### config.mk
export PLATFORM = sky130hd
export DESIGN_NAME = counting_semaphore_table
export DESIGN_NICKNAME = d
export VERILOG_FILES = /design/src/csem_pkg.sv /design/src/csem_ram.sv /design/src/csem_front.sv /design/src/csem_cmd_q.sv /design/src/csem_back.sv /design/src/counting_semaphore_table.sv
export SDC_FILE = /design/constraint.sdc
export NUM_CORES = 2
export LEC_CHECK = 0
export BUFFER_PORTS_ARGS = -buffer_cell sky130_fd_sc_hd__buf_2
export CORE_MARGIN = 1.5
export CORE_UTILIZATION = 47
export CTS_BUF_LIST = sky130_fd_sc_hd__clkbuf_8
export DETAILED_ROUTE_END_ITERATION = 16
export GPL_ROUTABILITY_DRIVEN = 0
export PLACE_DENSITY_LB_ADDON = 0.05
export SYNTH_ARGS = -nofsm -noshare
export SYNTH_HDL_FRONTEND = slang
export SYNTH_SLANG_ARGS = --single-unit
### constraint.sdc
create_clock -name i_clk -period 4.5 [get_ports i_clk]
set_input_delay 0.225 -clock i_clk [delete_from_list [all_inputs] [get_ports i_clk]]
set_output_delay 0.225 -clock i_clk [all_outputs]
set_load 0.01 [all_outputs]
### src/csem_pkg.sv
// ----------------------------------------------------------------------------
// csem_pkg
// Shared constants, codes and types of the counting semaphore table.
// ----------------------------------------------------------------------------
package csem_pkg;

    localparam int NUM_SLOTS  = 16;
    localparam int WAIT_DEPTH = 8;
    localparam int PID_BITS   = 6;

    localparam int SLOT_W  = (NUM_SLOTS > 1) ? $clog2(NUM_SLOTS) : 1;
    localparam int QPTR_W  = (WAIT_DEPTH > 1) ? $clog2(WAIT_DEPTH) : 1;
    localparam int QLEN_W  = $clog2(WAIT_DEPTH + 1);
    localparam int CNT_W   = 16;
    localparam int OP_W    = 2;
    localparam int IDX_W   = 8;
    localparam int ST_W    = 2;
    localparam int SLOT_OUT_W = 4;
    localparam int PID_IN_W   = 6;
    localparam int PID_OUT_W  = 6;

    localparam int WST_DEPTH = NUM_SLOTS << QPTR_W;

    localparam int CMDQ_DEPTH = 2;
    localparam int CMDQ_AW    = (CMDQ_DEPTH > 1) ? $clog2(CMDQ_DEPTH) : 1;
    localparam int CMDQ_CW    = $clog2(CMDQ_DEPTH + 1);

    localparam logic [CNT_W-1:0] CNT_MAX = {1'b0, {(CNT_W-1){1'b1}}};
    localparam logic [CNT_W-1:0] CNT_MIN = {1'b1, {(CNT_W-1){1'b0}}};

    typedef enum logic [OP_W-1:0] {
        OP_CREATE  = 2'd0,
        OP_DESTROY = 2'd1,
        OP_UP      = 2'd2,
        OP_DOWN    = 2'd3
    } t_op;

    typedef enum logic [ST_W-1:0] {
        ST_DONE    = 2'd0,
        ST_IGNORED = 2'd1,
        ST_BLOCKED = 2'd2,
        ST_QFULL   = 2'd3
    } t_status;

    typedef enum logic {
        S_IDLE = 1'b0,
        S_EXEC = 1'b1
    } t_state;

    typedef struct packed {
        t_op                op;
        logic               bad;
        logic [SLOT_W-1:0]  slot;
        logic [CNT_W-1:0]   init;
        logic [PID_BITS-1:0] pid;
    } t_cmd;

endpackage

### src/csem_ram.sv
// ----------------------------------------------------------------------------
// csem_ram
// Generic single-write, single-read RAM with registered read data.
// ----------------------------------------------------------------------------
module csem_ram #(
    parameter int WIDTH = 8,
    parameter int DEPTH = 16
) (
    input  logic                                   i_clk,
    input  logic                                   i_we,
    input  logic [((DEPTH > 1) ? $clog2(DEPTH) : 1)-1:0] i_waddr,
    input  logic [WIDTH-1:0]                       i_wdata,
    input  logic                                   i_re,
    input  logic [((DEPTH > 1) ? $clog2(DEPTH) : 1)-1:0] i_raddr,
    output logic [WIDTH-1:0]                       o_rdata
);

    logic [WIDTH-1:0] r_mem [DEPTH];
    logic [WIDTH-1:0] r_rdata;

    always_ff @(posedge i_clk) begin
        if (i_we) begin
            r_mem[i_waddr] <= i_wdata;
        end
        if (i_re) begin
            r_rdata <= r_mem[i_raddr];
        end
    end

    assign o_rdata = r_rdata;

endmodule

### src/csem_front.sv
// ----------------------------------------------------------------------------
// csem_front
// Input handshake and classification of operations into commands.
// ----------------------------------------------------------------------------
module csem_front
    import csem_pkg::*;
(
    input  logic                 i_valid,
    output logic                 o_stall,
    input  logic [OP_W-1:0]      i_opcode,
    input  logic [IDX_W-1:0]     i_sem_index,
    input  logic [CNT_W-1:0]     i_initial_count,
    input  logic [PID_IN_W-1:0]  i_caller_process,
    input  logic                 i_q_full,
    output logic                 o_push,
    output t_cmd                 o_cmd
);

    t_op  op;
    logic in_range;

    always_comb begin
        op       = t_op'(i_opcode);
        in_range = {1'b0, i_sem_index} < (IDX_W + 1)'(NUM_SLOTS);

        o_cmd.op   = op;
        o_cmd.bad  = (op != OP_CREATE) && !in_range;
        o_cmd.slot = SLOT_W'(i_sem_index);
        o_cmd.init = i_initial_count;
        o_cmd.pid  = PID_BITS'(i_caller_process);
    end

    assign o_stall = i_q_full;
    assign o_push  = i_valid && !i_q_full;

endmodule

### src/csem_cmd_q.sv
// ----------------------------------------------------------------------------
// csem_cmd_q
// Short command queue between the front and the back.
// ----------------------------------------------------------------------------
module csem_cmd_q
    import csem_pkg::*;
(
    input  logic  i_clk,
    input  logic  i_rst_n,
    input  logic  i_push,
    input  t_cmd  i_cmd,
    output logic  o_full,
    input  logic  i_pop,
    output logic  o_empty,
    output t_cmd  o_cmd
);

    t_cmd               r_mem [CMDQ_DEPTH];
    logic [CMDQ_AW-1:0] r_wp;
    logic [CMDQ_AW-1:0] r_rp;
    logic [CMDQ_CW-1:0] r_cnt;
    logic [CMDQ_AW-1:0] n_wp;
    logic [CMDQ_AW-1:0] n_rp;

    always_comb begin
        n_wp = (r_wp == CMDQ_AW'(CMDQ_DEPTH - 1)) ? '0 : r_wp + 1'b1;
        n_rp = (r_rp == CMDQ_AW'(CMDQ_DEPTH - 1)) ? '0 : r_rp + 1'b1;
    end

    always_ff @(posedge i_clk) begin
        if (!i_rst_n) begin
            r_wp  <= '0;
            r_rp  <= '0;
            r_cnt <= '0;
        end else begin
            if (i_push) begin
                r_wp <= n_wp;
            end
            if (i_pop) begin
                r_rp <= n_rp;
            end
            if (i_push && !i_pop) begin
                r_cnt <= r_cnt + 1'b1;
            end else if (i_pop && !i_push) begin
                r_cnt <= r_cnt - 1'b1;
            end
        end
    end

    always_ff @(posedge i_clk) begin
        if (i_push) begin
            r_mem[r_wp] <= i_cmd;
        end
    end

    assign o_full  = (r_cnt == CMDQ_CW'(CMDQ_DEPTH));
    assign o_empty = (r_cnt == '0);
    assign o_cmd   = r_mem[r_rp];

endmodule

### src/csem_back.sv
// ----------------------------------------------------------------------------
// csem_back
// Executes commands on the slot table and the waiter store, one at a time.
// ----------------------------------------------------------------------------
module csem_back
    import csem_pkg::*;
(
    input  logic                  i_clk,
    input  logic                  i_rst_n,
    input  logic                  i_q_empty,
    input  t_cmd                  i_cmd,
    output logic                  o_pop,
    output logic                  o_valid,
    input  logic                  i_stall,
    output logic [ST_W-1:0]       o_status,
    output logic [SLOT_OUT_W-1:0] o_slot_given,
    output logic                  o_wake_valid,
    output logic [PID_OUT_W-1:0]  o_wake_process,
    output logic                  o_last
);

    localparam int WST_AW = SLOT_W + QPTR_W;
    localparam int TSUM_W = QLEN_W + 1;

    // slot table
    logic [NUM_SLOTS-1:0] r_in_use;
    logic [CNT_W-1:0]     r_count [NUM_SLOTS];
    logic [QPTR_W-1:0]    r_head  [NUM_SLOTS];
    logic [QLEN_W-1:0]    r_len   [NUM_SLOTS];

    // current command
    t_state              r_state;
    t_state              n_state;
    t_cmd                r_cmd;
    logic [CNT_W-1:0]    r_cnt;
    logic [QPTR_W-1:0]   r_hd;
    logic [QLEN_W-1:0]   r_ln;
    logic                r_used;
    logic [SLOT_W-1:0]   r_free;
    logic                r_any_free;
    logic [QPTR_W-1:0]   r_pos;
    logic [QLEN_W-1:0]   r_k;

    // output register
    logic                  r_o_valid;
    t_status               r_o_status;
    logic [SLOT_OUT_W-1:0] r_o_slot;
    logic                  r_o_wv;
    logic [PID_OUT_W-1:0]  r_o_wp;
    logic                  r_o_last;

    logic                  out_free;
    logic                  pop;
    logic                  emit;
    t_status               e_status;
    logic [SLOT_W-1:0]     e_slot;
    logic                  e_wv;
    logic [PID_BITS-1:0]   e_wp;
    logic                  e_last;
    logic                  do_create;
    logic                  do_destroy;
    logic                  do_up;
    logic                  do_down;
    logic                  drain;
    logic                  up_wake;

    logic                  ram_we;
    logic [WST_AW-1:0]     ram_waddr;
    logic                  ram_re;
    logic [WST_AW-1:0]     ram_raddr;
    logic [PID_BITS-1:0]   ram_rdata;

    logic [SLOT_W-1:0]     c_free;
    logic                  c_any_free;
    logic [QPTR_W-1:0]     pos_next;
    logic [QPTR_W-1:0]     head_next;
    logic [QPTR_W-1:0]     tail_pos;
    logic [TSUM_W-1:0]     tsum;
    logic [CNT_W-1:0]      cnt_up;
    logic [CNT_W-1:0]      cnt_dn;

    function automatic logic [QPTR_W-1:0] ptr_inc(input logic [QPTR_W-1:0] p);
        logic [QPTR_W:0] s;
        s = {1'b0, p} + 1'b1;
        return (s == (QPTR_W + 1)'(WAIT_DEPTH)) ? '0 : QPTR_W'(s);
    endfunction

    csem_ram #(
        .WIDTH (PID_BITS),
        .DEPTH (WST_DEPTH)
    ) u_waiters (
        .i_clk   (i_clk),
        .i_we    (ram_we),
        .i_waddr (ram_waddr),
        .i_wdata (r_cmd.pid),
        .i_re    (ram_re),
        .i_raddr (ram_raddr),
        .o_rdata (ram_rdata)
    );

    // lowest free slot
    always_comb begin
        c_free     = '0;
        c_any_free = 1'b0;
        for (int i = NUM_SLOTS - 1; i >= 0; i--) begin
            if (!r_in_use[i]) begin
                c_free     = SLOT_W'(i);
                c_any_free = 1'b1;
            end
        end
    end

    always_comb begin
        pos_next  = ptr_inc(r_pos);
        head_next = ptr_inc(r_hd);
        tsum      = TSUM_W'(r_hd) + TSUM_W'(r_ln);
        tail_pos  = (tsum >= TSUM_W'(WAIT_DEPTH)) ? QPTR_W'(tsum - TSUM_W'(WAIT_DEPTH))
                                                  : QPTR_W'(tsum);
        cnt_up    = (r_cnt != CNT_MAX) ? r_cnt + CNT_W'(1) : r_cnt;
        cnt_dn    = (r_cnt != CNT_MIN) ? r_cnt - CNT_W'(1) : r_cnt;
        up_wake   = r_cnt[CNT_W-1] && (r_ln != '0);
    end

    assign out_free = !r_o_valid || !i_stall;

    always_comb begin
        n_state    = r_state;
        pop        = 1'b0;
        emit       = 1'b0;
        e_status   = ST_DONE;
        e_slot     = '0;
        e_wv       = 1'b0;
        e_wp       = '0;
        e_last     = 1'b1;
        do_create  = 1'b0;
        do_destroy = 1'b0;
        do_up      = 1'b0;
        do_down    = 1'b0;
        drain      = 1'b0;
        ram_we     = 1'b0;
        ram_waddr  = {r_cmd.slot, tail_pos};
        ram_re     = 1'b0;
        ram_raddr  = {i_cmd.slot, r_head[i_cmd.slot]};
        unique case (r_state)
            S_IDLE: begin
                if (!i_q_empty) begin
                    pop     = 1'b1;
                    ram_re  = 1'b1;
                    n_state = S_EXEC;
                end
            end
            S_EXEC: begin
                if (out_free) begin
                    emit    = 1'b1;
                    n_state = S_IDLE;
                    priority if (r_cmd.op == OP_CREATE) begin
                        if (r_any_free) begin
                            do_create = 1'b1;
                            e_slot    = r_free;
                        end else begin
                            e_status = ST_IGNORED;
                        end
                    end else if (r_cmd.bad || !r_used) begin
                        e_status = ST_IGNORED;
                    end else begin
                        unique case (r_cmd.op)
                            OP_DESTROY: begin
                                do_destroy = 1'b1;
                                if (r_ln != '0) begin
                                    e_wv   = 1'b1;
                                    e_wp   = ram_rdata;
                                    e_last = (QLEN_W'(r_k + 1'b1) == r_ln);
                                    if (!e_last) begin
                                        drain     = 1'b1;
                                        ram_re    = 1'b1;
                                        ram_raddr = {r_cmd.slot, pos_next};
                                        n_state   = S_EXEC;
                                    end
                                end
                            end
                            OP_UP: begin
                                do_up = 1'b1;
                                if (up_wake) begin
                                    e_wv = 1'b1;
                                    e_wp = ram_rdata;
                                end
                            end
                            OP_DOWN: begin
                                do_down = 1'b1;
                                if (cnt_dn[CNT_W-1]) begin
                                    if (r_ln < QLEN_W'(WAIT_DEPTH)) begin
                                        ram_we   = 1'b1;
                                        e_status = ST_BLOCKED;
                                    end else begin
                                        e_status = ST_QFULL;
                                    end
                                end
                            end
                            default: begin
                                e_status = ST_IGNORED;
                            end
                        endcase
                    end
                end
            end
            default: begin
                n_state = S_IDLE;
            end
        endcase
    end

    always_ff @(posedge i_clk) begin
        if (!i_rst_n) begin
            r_state <= S_IDLE;
        end else begin
            r_state <= n_state;
        end
    end

    always_ff @(posedge i_clk) begin
        if (!i_rst_n) begin
            r_in_use <= '0;
        end else if (do_create) begin
            r_in_use[r_free] <= 1'b1;
        end else if (do_destroy) begin
            r_in_use[r_cmd.slot] <= 1'b0;
        end
    end

    always_ff @(posedge i_clk) begin
        if (pop) begin
            r_cmd      <= i_cmd;
            r_cnt      <= r_count[i_cmd.slot];
            r_hd       <= r_head[i_cmd.slot];
            r_ln       <= r_len[i_cmd.slot];
            r_used     <= r_in_use[i_cmd.slot];
            r_pos      <= r_head[i_cmd.slot];
            r_k        <= '0;
            r_free     <= c_free;
            r_any_free <= c_any_free;
        end
        if (drain) begin
            r_pos <= pos_next;
            r_k   <= r_k + 1'b1;
        end
        if (do_create) begin
            r_count[r_free] <= r_cmd.init;
            r_head[r_free]  <= '0;
            r_len[r_free]   <= '0;
        end
        if (do_destroy) begin
            r_len[r_cmd.slot] <= '0;
        end
        if (do_up) begin
            r_count[r_cmd.slot] <= cnt_up;
            if (up_wake) begin
                r_head[r_cmd.slot] <= head_next;
                r_len[r_cmd.slot]  <= r_ln - 1'b1;
            end
        end
        if (do_down) begin
            r_count[r_cmd.slot] <= cnt_dn;
            if (ram_we) begin
                r_len[r_cmd.slot] <= r_ln + 1'b1;
            end
        end
    end

    always_ff @(posedge i_clk) begin
        if (!i_rst_n) begin
            r_o_valid <= 1'b0;
        end else if (emit) begin
            r_o_valid <= 1'b1;
        end else if (!i_stall) begin
            r_o_valid <= 1'b0;
        end
    end

    always_ff @(posedge i_clk) begin
        if (emit) begin
            r_o_status <= e_status;
            r_o_slot   <= SLOT_OUT_W'(e_slot);
            r_o_wv     <= e_wv;
            r_o_wp     <= PID_OUT_W'(e_wp);
            r_o_last   <= e_last;
        end
    end

    assign o_pop          = pop;
    assign o_valid        = r_o_valid;
    assign o_status       = r_o_status;
    assign o_slot_given   = r_o_slot;
    assign o_wake_valid   = r_o_wv;
    assign o_wake_process = r_o_wp;
    assign o_last         = r_o_last;

    a_pop_idle: assert property (@(posedge i_clk) disable iff (!i_rst_n)
        pop |-> r_state == S_IDLE)
        else $error("command popped while busy");

    a_len_bound: assert property (@(posedge i_clk) disable iff (!i_rst_n)
        r_state == S_EXEC && r_cmd.op != OP_CREATE && !r_cmd.bad && r_used
        |-> r_ln <= QLEN_W'(WAIT_DEPTH))
        else $error("wait queue length beyond depth");

    a_drain_bound: assert property (@(posedge i_clk) disable iff (!i_rst_n)
        drain |-> QLEN_W'(r_k + 1'b1) < r_ln)
        else $error("destroy drain past queue length");

    a_wake_done: assert property (@(posedge i_clk) disable iff (!i_rst_n)
        emit && e_wv |-> e_status == ST_DONE)
        else $error("wake with non-done status");

    a_write_down: assert property (@(posedge i_clk) disable iff (!i_rst_n)
        ram_we |-> do_down && r_state == S_EXEC)
        else $error("waiter store written outside down");

endmodule

### src/counting_semaphore_table.sv
// An accepted item passes the command queue, the back's command register and
// the output register before its first result is valid. The back takes a new
// item only when done with the last; destroy gives one wake result per waiter
// (one result if none), one per cycle while the output is not stalled.
// Reset: synchronous active-low, frees every slot, empties the command queue.
// ----------------------------------------------------------------------------
// counting_semaphore_table
// Table of counting semaphores with FIFO wait queues of process ids.
// ----------------------------------------------------------------------------
module counting_semaphore_table
    import csem_pkg::*;
(
    input  logic                  i_clk,
    input  logic                  i_rst_n,
    input  logic                  i_valid,
    output logic                  o_stall,
    input  logic [OP_W-1:0]       i_opcode,
    input  logic [IDX_W-1:0]      i_sem_index,
    input  logic [CNT_W-1:0]      i_initial_count,
    input  logic [PID_IN_W-1:0]   i_caller_process,
    output logic                  o_valid,
    input  logic                  i_stall,
    output logic [ST_W-1:0]       o_status,
    output logic [SLOT_OUT_W-1:0] o_slot_given,
    output logic                  o_wake_valid,
    output logic [PID_OUT_W-1:0]  o_wake_process,
    output logic                  o_last
);

    t_cmd front_cmd;
    t_cmd q_cmd;
    logic push;
    logic pop;
    logic q_full;
    logic q_empty;

    csem_front u_front (
        .i_valid          (i_valid),
        .o_stall          (o_stall),
        .i_opcode         (i_opcode),
        .i_sem_index      (i_sem_index),
        .i_initial_count  (i_initial_count),
        .i_caller_process (i_caller_process),
        .i_q_full         (q_full),
        .o_push           (push),
        .o_cmd            (front_cmd)
    );

    csem_cmd_q u_cmd_q (
        .i_clk   (i_clk),
        .i_rst_n (i_rst_n),
        .i_push  (push),
        .i_cmd   (front_cmd),
        .o_full  (q_full),
        .i_pop   (pop),
        .o_empty (q_empty),
        .o_cmd   (q_cmd)
    );

    csem_back u_back (
        .i_clk          (i_clk),
        .i_rst_n        (i_rst_n),
        .i_q_empty      (q_empty),
        .i_cmd          (q_cmd),
        .o_pop          (pop),
        .o_valid        (o_valid),
        .i_stall        (i_stall),
        .o_status       (o_status),
        .o_slot_given   (o_slot_given),
        .o_wake_valid   (o_wake_valid),
        .o_wake_process (o_wake_process),
        .o_last         (o_last)
    );

endmodule
======== Word-level counts from Yosys, hierarchy flattened ========
Memories as Yosys holds them, arrays and structs flattened. A register that Yosys moved wholly into a read port is not among the register bits.
Index checks and enable logic that the tools add are counted.
word-level totals
  memories kept ........................... 5
  output and inout port bits .............. 16
  bits in writable memories ............... 1194
  input port bits ......................... 36
  register bits after elaboration ......... 81
operators by class
  multiplexer cells ....................... 128
  reduce and logical (&&, ||, !) cells .... 35
  add/sub/neg operators ................... 13
  magnitude comparators ................... 8
  equality and inequality tests ........... 10
  bitwise gates (word level) .............. 10
memory list
  memory                  words  bits a word  rd ports  clocked after memory_dff  wr ports  line              text
  u_back.u_waiters.r_mem  128    6            1         1                         1         csem_ram.sv:18    logic [WIDTH-1:0] r_mem [DEPTH];
  u_back.r_count          16     16           1         1                         1         csem_back.sv:27   logic [CNT_W-1:0] r_count [NUM_SLOTS];
  u_back.r_len            16     4            1         1                         1         csem_back.sv:29   logic [QLEN_W-1:0] r_len [NUM_SLOTS];
  u_cmd_q.r_mem           2      29           1         1                         1         csem_cmd_q.sv:18  t_cmd r_mem [CMDQ_DEPTH];
  u_back.r_head           16     3            1         0                         1         csem_back.sv:28   logic [QPTR_W-1:0] r_head [NUM_SLOTS];
operator list
  operator               number
  $mux 16                6
  $mux 1                 72
  $mux 4                 16
  $mux 7                 7
  $mux 3                 10
  $add 16x1->16 const B  1
  $and 16x16->16         1
  $ne 16x15->1 const B   1
  $ne 16x16->1 const B   1
  $not 16->16            1
  $or 16x16->16          1
  $reduce_or 16->1       1
  $sub 16x1->16 const B  1
  $lt 4x5->1 const B     3
  $reduce_and 15->1      1
  $mux 2                 7
  $mux 6                 2
  $pmux 6 s2             1
  $add 3x1->4 const B    2
  $add 4x1->4 const B    2
  $demux 1 s4            2
  $eq 4x4->1 const B     2
  $ge 4x1->1 const B     2
  $lt 8x5->1 const B     1
  other kinds (30)       60

======== Depth between registers and ports, before layout ========
  depth in word-level cells ............... 15
  mapped depth ............................ 18
  mapped depth without buffers ............ 13

======== Hierarchy ========
A second synthesis with hierarchy kept.
unflattened totals
  cells, all modules ...................... 2517
  area total of the unflattened synthesis .. 52036.2 um^2
by module, submodules not included
  module      instances  sequential area each (um^2)  area each (um^2)  cells each
  csem_ram    1          23242.3                      29983.8           1271
  csem_back   1          13783.2                      19506.2           1101
  csem_cmd_q  1          1841.8                       2308.5            112
  csem_front  1          0.0                          237.7             33

======== Worst setup path after synthesis ========
No wires, ideal clock.
  path kind ............................... register -> register
  start point ............................. register, netlist name u_back.r_cnt[8]
  end point ............................... memory u_back.r_count[12][0], enable pin
  cell stages (with the launch flop) ...... 12
  path slack .............................. 643 ps
  path buffers ............................ 2
  arrival time ............................ 3445 ps
  required time ........................... 4089 ps
  period minus slack after synthesis ...... 3857 ps
  cells stage by stage .................... edfxtp_1 -> clkbuf_1 -> nor4_1 -> nand2b_1 -> or4_1 -> mux2_2 -> nor3b_1 -> nor3_1 -> clkbuf_1 -> a31oi_1 -> or2_2 -> o21ai_0
RTL lines
  element    line
  to (decl)  csem_back.sv:27

======== Worst setup path after layout ========
  start point ............................. register u_back.r_k[0]
  end point ............................... register u_back.u_waiters.r_rdata[4] (netlist: u_back.u_waiters.o_rdata[4]), read port of u_back.u_waiters.r_mem, data pin
on the way
  longest elaborated chain between the ends .. 9
  elaborated cells between the ends (all ways) .. 16
RTL lines
  element                                      line              text
  from (decl)                                  csem_back.sv:42   logic [QLEN_W-1:0] r_k;
  from (signal assigned)                       csem_back.sv:244  r_k <= r_k + 1'b1;
  $add 4x1->4 (*)                              csem_back.sv:172  e_last = (QLEN_W'(r_k + 1'b1) == r_ln);
  $eq 4x4->1 (*)                               csem_back.sv:172
  $mux 1 / $mux 7 (equally long branches)      csem_back.sv:173  if (!e_last) begin
  $mux 1 / $mux 7 (equally long branches)      csem_back.sv:169  if (r_ln != '0) begin
  $mux 1 / $mux 7 (equally long branches)      csem_back.sv:166  unique case (r_cmd.op)
  $mux 1 / $mux 7 (equally long branches)      csem_back.sv:163  end else if (r_cmd.bad || !r_used) begin
  $mux 1 / $mux 7 (equally long branches)      csem_back.sv:156  priority if (r_cmd.op == OP_CREATE) begin
  $mux 1 / $mux 7 (equally long branches)      csem_back.sv:153  if (out_free) begin
  $pmux 1 s2 / $mux 7 (equally long branches)  csem_back.sv:144  unique case (r_state)
  to (decl)                                    csem_ram.sv:19    logic [WIDTH-1:0] r_rdata;
Every way passes the cells marked *; elsewhere a longest branch is shown, timed or not.
A chain may end at the register's enable or synchronous reset.

==> flow_summary.json <==
{
  "place_area_um2": 56600,
  "maxCapViolCount": 0,
  "dr.pass1.iters": 6,
  "syn_inst": 3771,
  "status": "completed",
  "cp-startpoint": "u_back.r_k[0]",
  "synth_seq_cells": 1302,
  "netlist_top_cells_area": "edfxtp_1 (72%), nand2_1 (5.5%), mux2i_1 (3.7%), and3_1 (1.6%), a311oi_1 (1.4%)",
  "yosysMostFrequentCell": "edfxtp_1",
  "met3_usage": 0.0633,
  "reg2reg_depth": 15,
  "coreArea_um2": 112000,
  "antenna_found_initial": 8,
  "nets": 4156,
  "grt.total_usage": 0.261,
  "wl_per_cell_um": 26.3,
  "endpoint_kind": "register",
  "syn_to_final_growth_pct": 15.1,
  "drive_above_1_share": 0.165,
  "worst_pin_slew_ns": 1.27,
  "leakagePower_uw": 0.0212,
  "slew_violations": 0,
  "hpwl_um": 92000,
  "ir_worst_vdd_mv": 0.605,
  "pin_count": 52,
  "drt.antenna.violating_nets": 0,
  "synth_cell_types": 80,
  "combPwrFrac": 0.354,
  "grt_max_degree": 169,
  "synth-seq-area-share": 0.729,
  "rrSetupSlack_ns": 0.10,
  "grtUsageMet1": 0.371,
  "period_needed_ns": 4.40,
  "numClockSinks": 1302,
  "h-tree-depth": 4,
  "start_util": 0.474,
  "wl_um": 152000,
  "ys_async_sr_fraction": 0,
  "numCtsBuffers": 210,
  "synth_area_um2": 53300,
  "synth.top_cell.area_share": 0.721,
  "internal_power_uw": 24700,
  "crit_path_start_kind": "register",
  "grt_pass1_wl_um": 221000,
  "route.detailed.drc": 0,
  "overflow": 0,
  "grt_pass1_vias": 33576,
  "power_frac_clock": 0.247,
  "vias": 33937,
  "rows": 123,
  "finalSetupTns_ns": 0,
  "synth_top_cell_by_area": "edfxtp_1",
  "met2_usage": 0.393,
  "p_sw_uw": 15000,
  "avgSynthCellArea_um2": 14.1,
  "die_area_um2": 115000,
  "drtIter0Drc": 3685,
  "setup_viol": 0,
  "finClkSkew_ns": 0.0541,
  "fmax_ghz": 0.227,
  "power.density_nw_per_um2": 647,
  "clk_latency_ns": 0.91,
  "clk_pin_slew_ns": 0.07,
  "hold_path.class": "input pin to register",
  "clk_path_buf_depth": 3,
  "fin_crit_sh": 0.977,
  "slew_headroom": 0.140,
  "cts_tree": "done",
  "io_buffers": 51,
  "die_h_um": 340,
  "synth-main-ff-cell": "edfxtp_1",
  "crit_fanout": 23,
  "root_buffer": "clkbuf_8",
  "hold_viol": 0,
  "synth-edff-count": 1279,
  "r2r_start": "u_back.r_k[0]",
  "crit_type": "register to register",
  "syn-num-nets": 3821,
  "seqPwrFrac": 0.400,
  "design_area_um2": 61300,
  "die_x_um": 340,
  "reg2reg_to": "u_back.u_waiters.o_rdata[4]",
  "ys_top_cells_by_count": "edfxtp_1 (1,279), nand2_1 (787), mux2i_1 (199)",
  "gr-max-usage-layer": "met2",
  "p_sw_frac": 0.378,
  "fill_cells": 9299,
  "endpoint": "u_back.u_waiters.o_rdata[4]",
  "required_ns": 5.27,
  "viasPerCell": 5.86,
  "critPathArrivalTime_ns": 5.17,
  "yosys_warnings": 0
}
## power by group through the flow
stage	Clock, uW	Sequential (uW)	Combinational, uW
final	9780	15900	14000
after global routing	10500	15900	14800
after CTS	9980	15800	13600
after detailed placement	0	16100	13500
after global placement	0	16100	13400
after floorplan	0	16400	7160
## registers in the layout (all words and copies together), names as in the netlist, 3 cells and up, named ones only
name,cells
u_back.r_len,64
u_back.r_hd,3
u_back.r_free,4
u_back.o_wake_process,6
u_back.r_k,4
u_back.r_in_use,16
u_back.o_slot_given,4
u_back.u_waiters.o_rdata,6
u_back.r_ln,4
u_back.r_head,48
u_back.r_cmd,29
u_back.r_count,256
u_cmd_q.r_mem,58
u_back.u_waiters.r_mem,768
u_back.r_cnt,16
u_back.r_pos,3
## per-stage QoR
stage | cells | hold WS [ns] | power (uW) | setup slack, ns | utilization
2_1_floorplan | 3771 | 0.324 | 23500 | 0.643 | -
3_3_place_gp | 5341 | 0.412 | 29400 | -0.298 | 0.503
3_5_place_dp | 5341 | 0.418 | 29600 | -0.315 | 0.503
4_1_cts | 5779 | 0.000562 | 39500 | 0.00215 | 0.543
5_1_grt | 5786 | 0.0456 | 41200 | -0.00559 | 0.545
6_report | 5787 | 0.0873 | 39700 | 0.104 | 0.545
## layout make-up
class	count	area [um2]	area share
antenna	3	7.51	0.000122
clock buffer	214	2950	0.0480
clock inverter	176	1050	0.0172
inverter	36	155	0.00253
multi-input combinational	2201	13400	0.219
sequential	1302	38900	0.634
tap	1500	1880	0.0306
timing repair buffer	355	3000	0.0489
## routing by layer
| layer | vias to the layer above | share of wire |
|---|---|---|
| li1 | 15033 | - |
| met1 | 17052 | 0.43 |
| met2 | 1546 | 0.45 |
| met3 | 298 | 0.090 |
| met4 | 8 | 0.030 |
| met5 | - | 0.00032 |
## critical path, cell delays in order (launching register included)
cell       delay [ns]
edfxtp_1         0.44
ha_1             0.26
xnor3_1          0.37
o2111ai_1        0.22
o211a_1          0.32
a31o_4           0.28
buf_4            0.17
inv_6            0.19
buf_12           0.21
buf_4            0.21
nand2_1          0.07
and3_1           0.16
a311oi_1         0.63
o311ai_1         0.25
o311ai_1         0.22
o32a_1           0.24
## placed cells by master (no fill, tap or decap), types with 83 or more instances in the layout
cell,n
edfxtp_1,1279
nand2_1,779
buf_4,230
clkbuf_8,214
mux2i_1,195
nor2_1,182
and3_1,133
nand3_1,107
inv_1,96
a311oi_1,83
## logic make-up (layout without fill, tap and decap cells)
family / Yosys count / count (layout) / share of synthesized area
AOI/OAI and AO/OA: 553 / 553 / 0.0733
muxes: 257 / 257 / 0.0558
and+or+nand+nor: 1352 / 1352 / 0.110
adders and majority gates: 14 / 14 / 0.00343
buffers and inverters: 268 / 781 / 0.0239
DFF: 1302 / 1302 / 0.729
other: 0 / 3 / 0
xor gates and xnor gates: 25 / 25 / 0.00437
## how the worst min path moves through the flow
stage | slack (ns) | cells after the start | from | endpoint
floorplan | 0.32 | 0 | i_caller_process[0] | u_cmd_q.r_mem[0][0]
global placement | 0.41 | 1 | i_caller_process[2] | u_cmd_q.r_mem[0][2]
detailed placement | 0.42 | 1 | i_caller_process[0] | u_cmd_q.r_mem[1][0]
CTS | 0.0006 | 2 | i_caller_process[1] | u_cmd_q.r_mem[1][1]
global route | 0.05 | 2 | i_opcode[0] | u_cmd_q.r_mem[1][27]
finish | 0.09 | 2 | i_caller_process[1] | u_cmd_q.r_mem[1][1]
## what timing repair did
action | CTS | global route
pin swaps | 0 | 2
buffers inserted | 2 | 3
hold endpoints to repair | 125 | 0
setup endpoints to repair | 3 | 464
gates cloned | 0 | 2
hold buffers | 46 | 0
gates resized for setup | 5 | 29
Power figures use the tool's default switching activity.
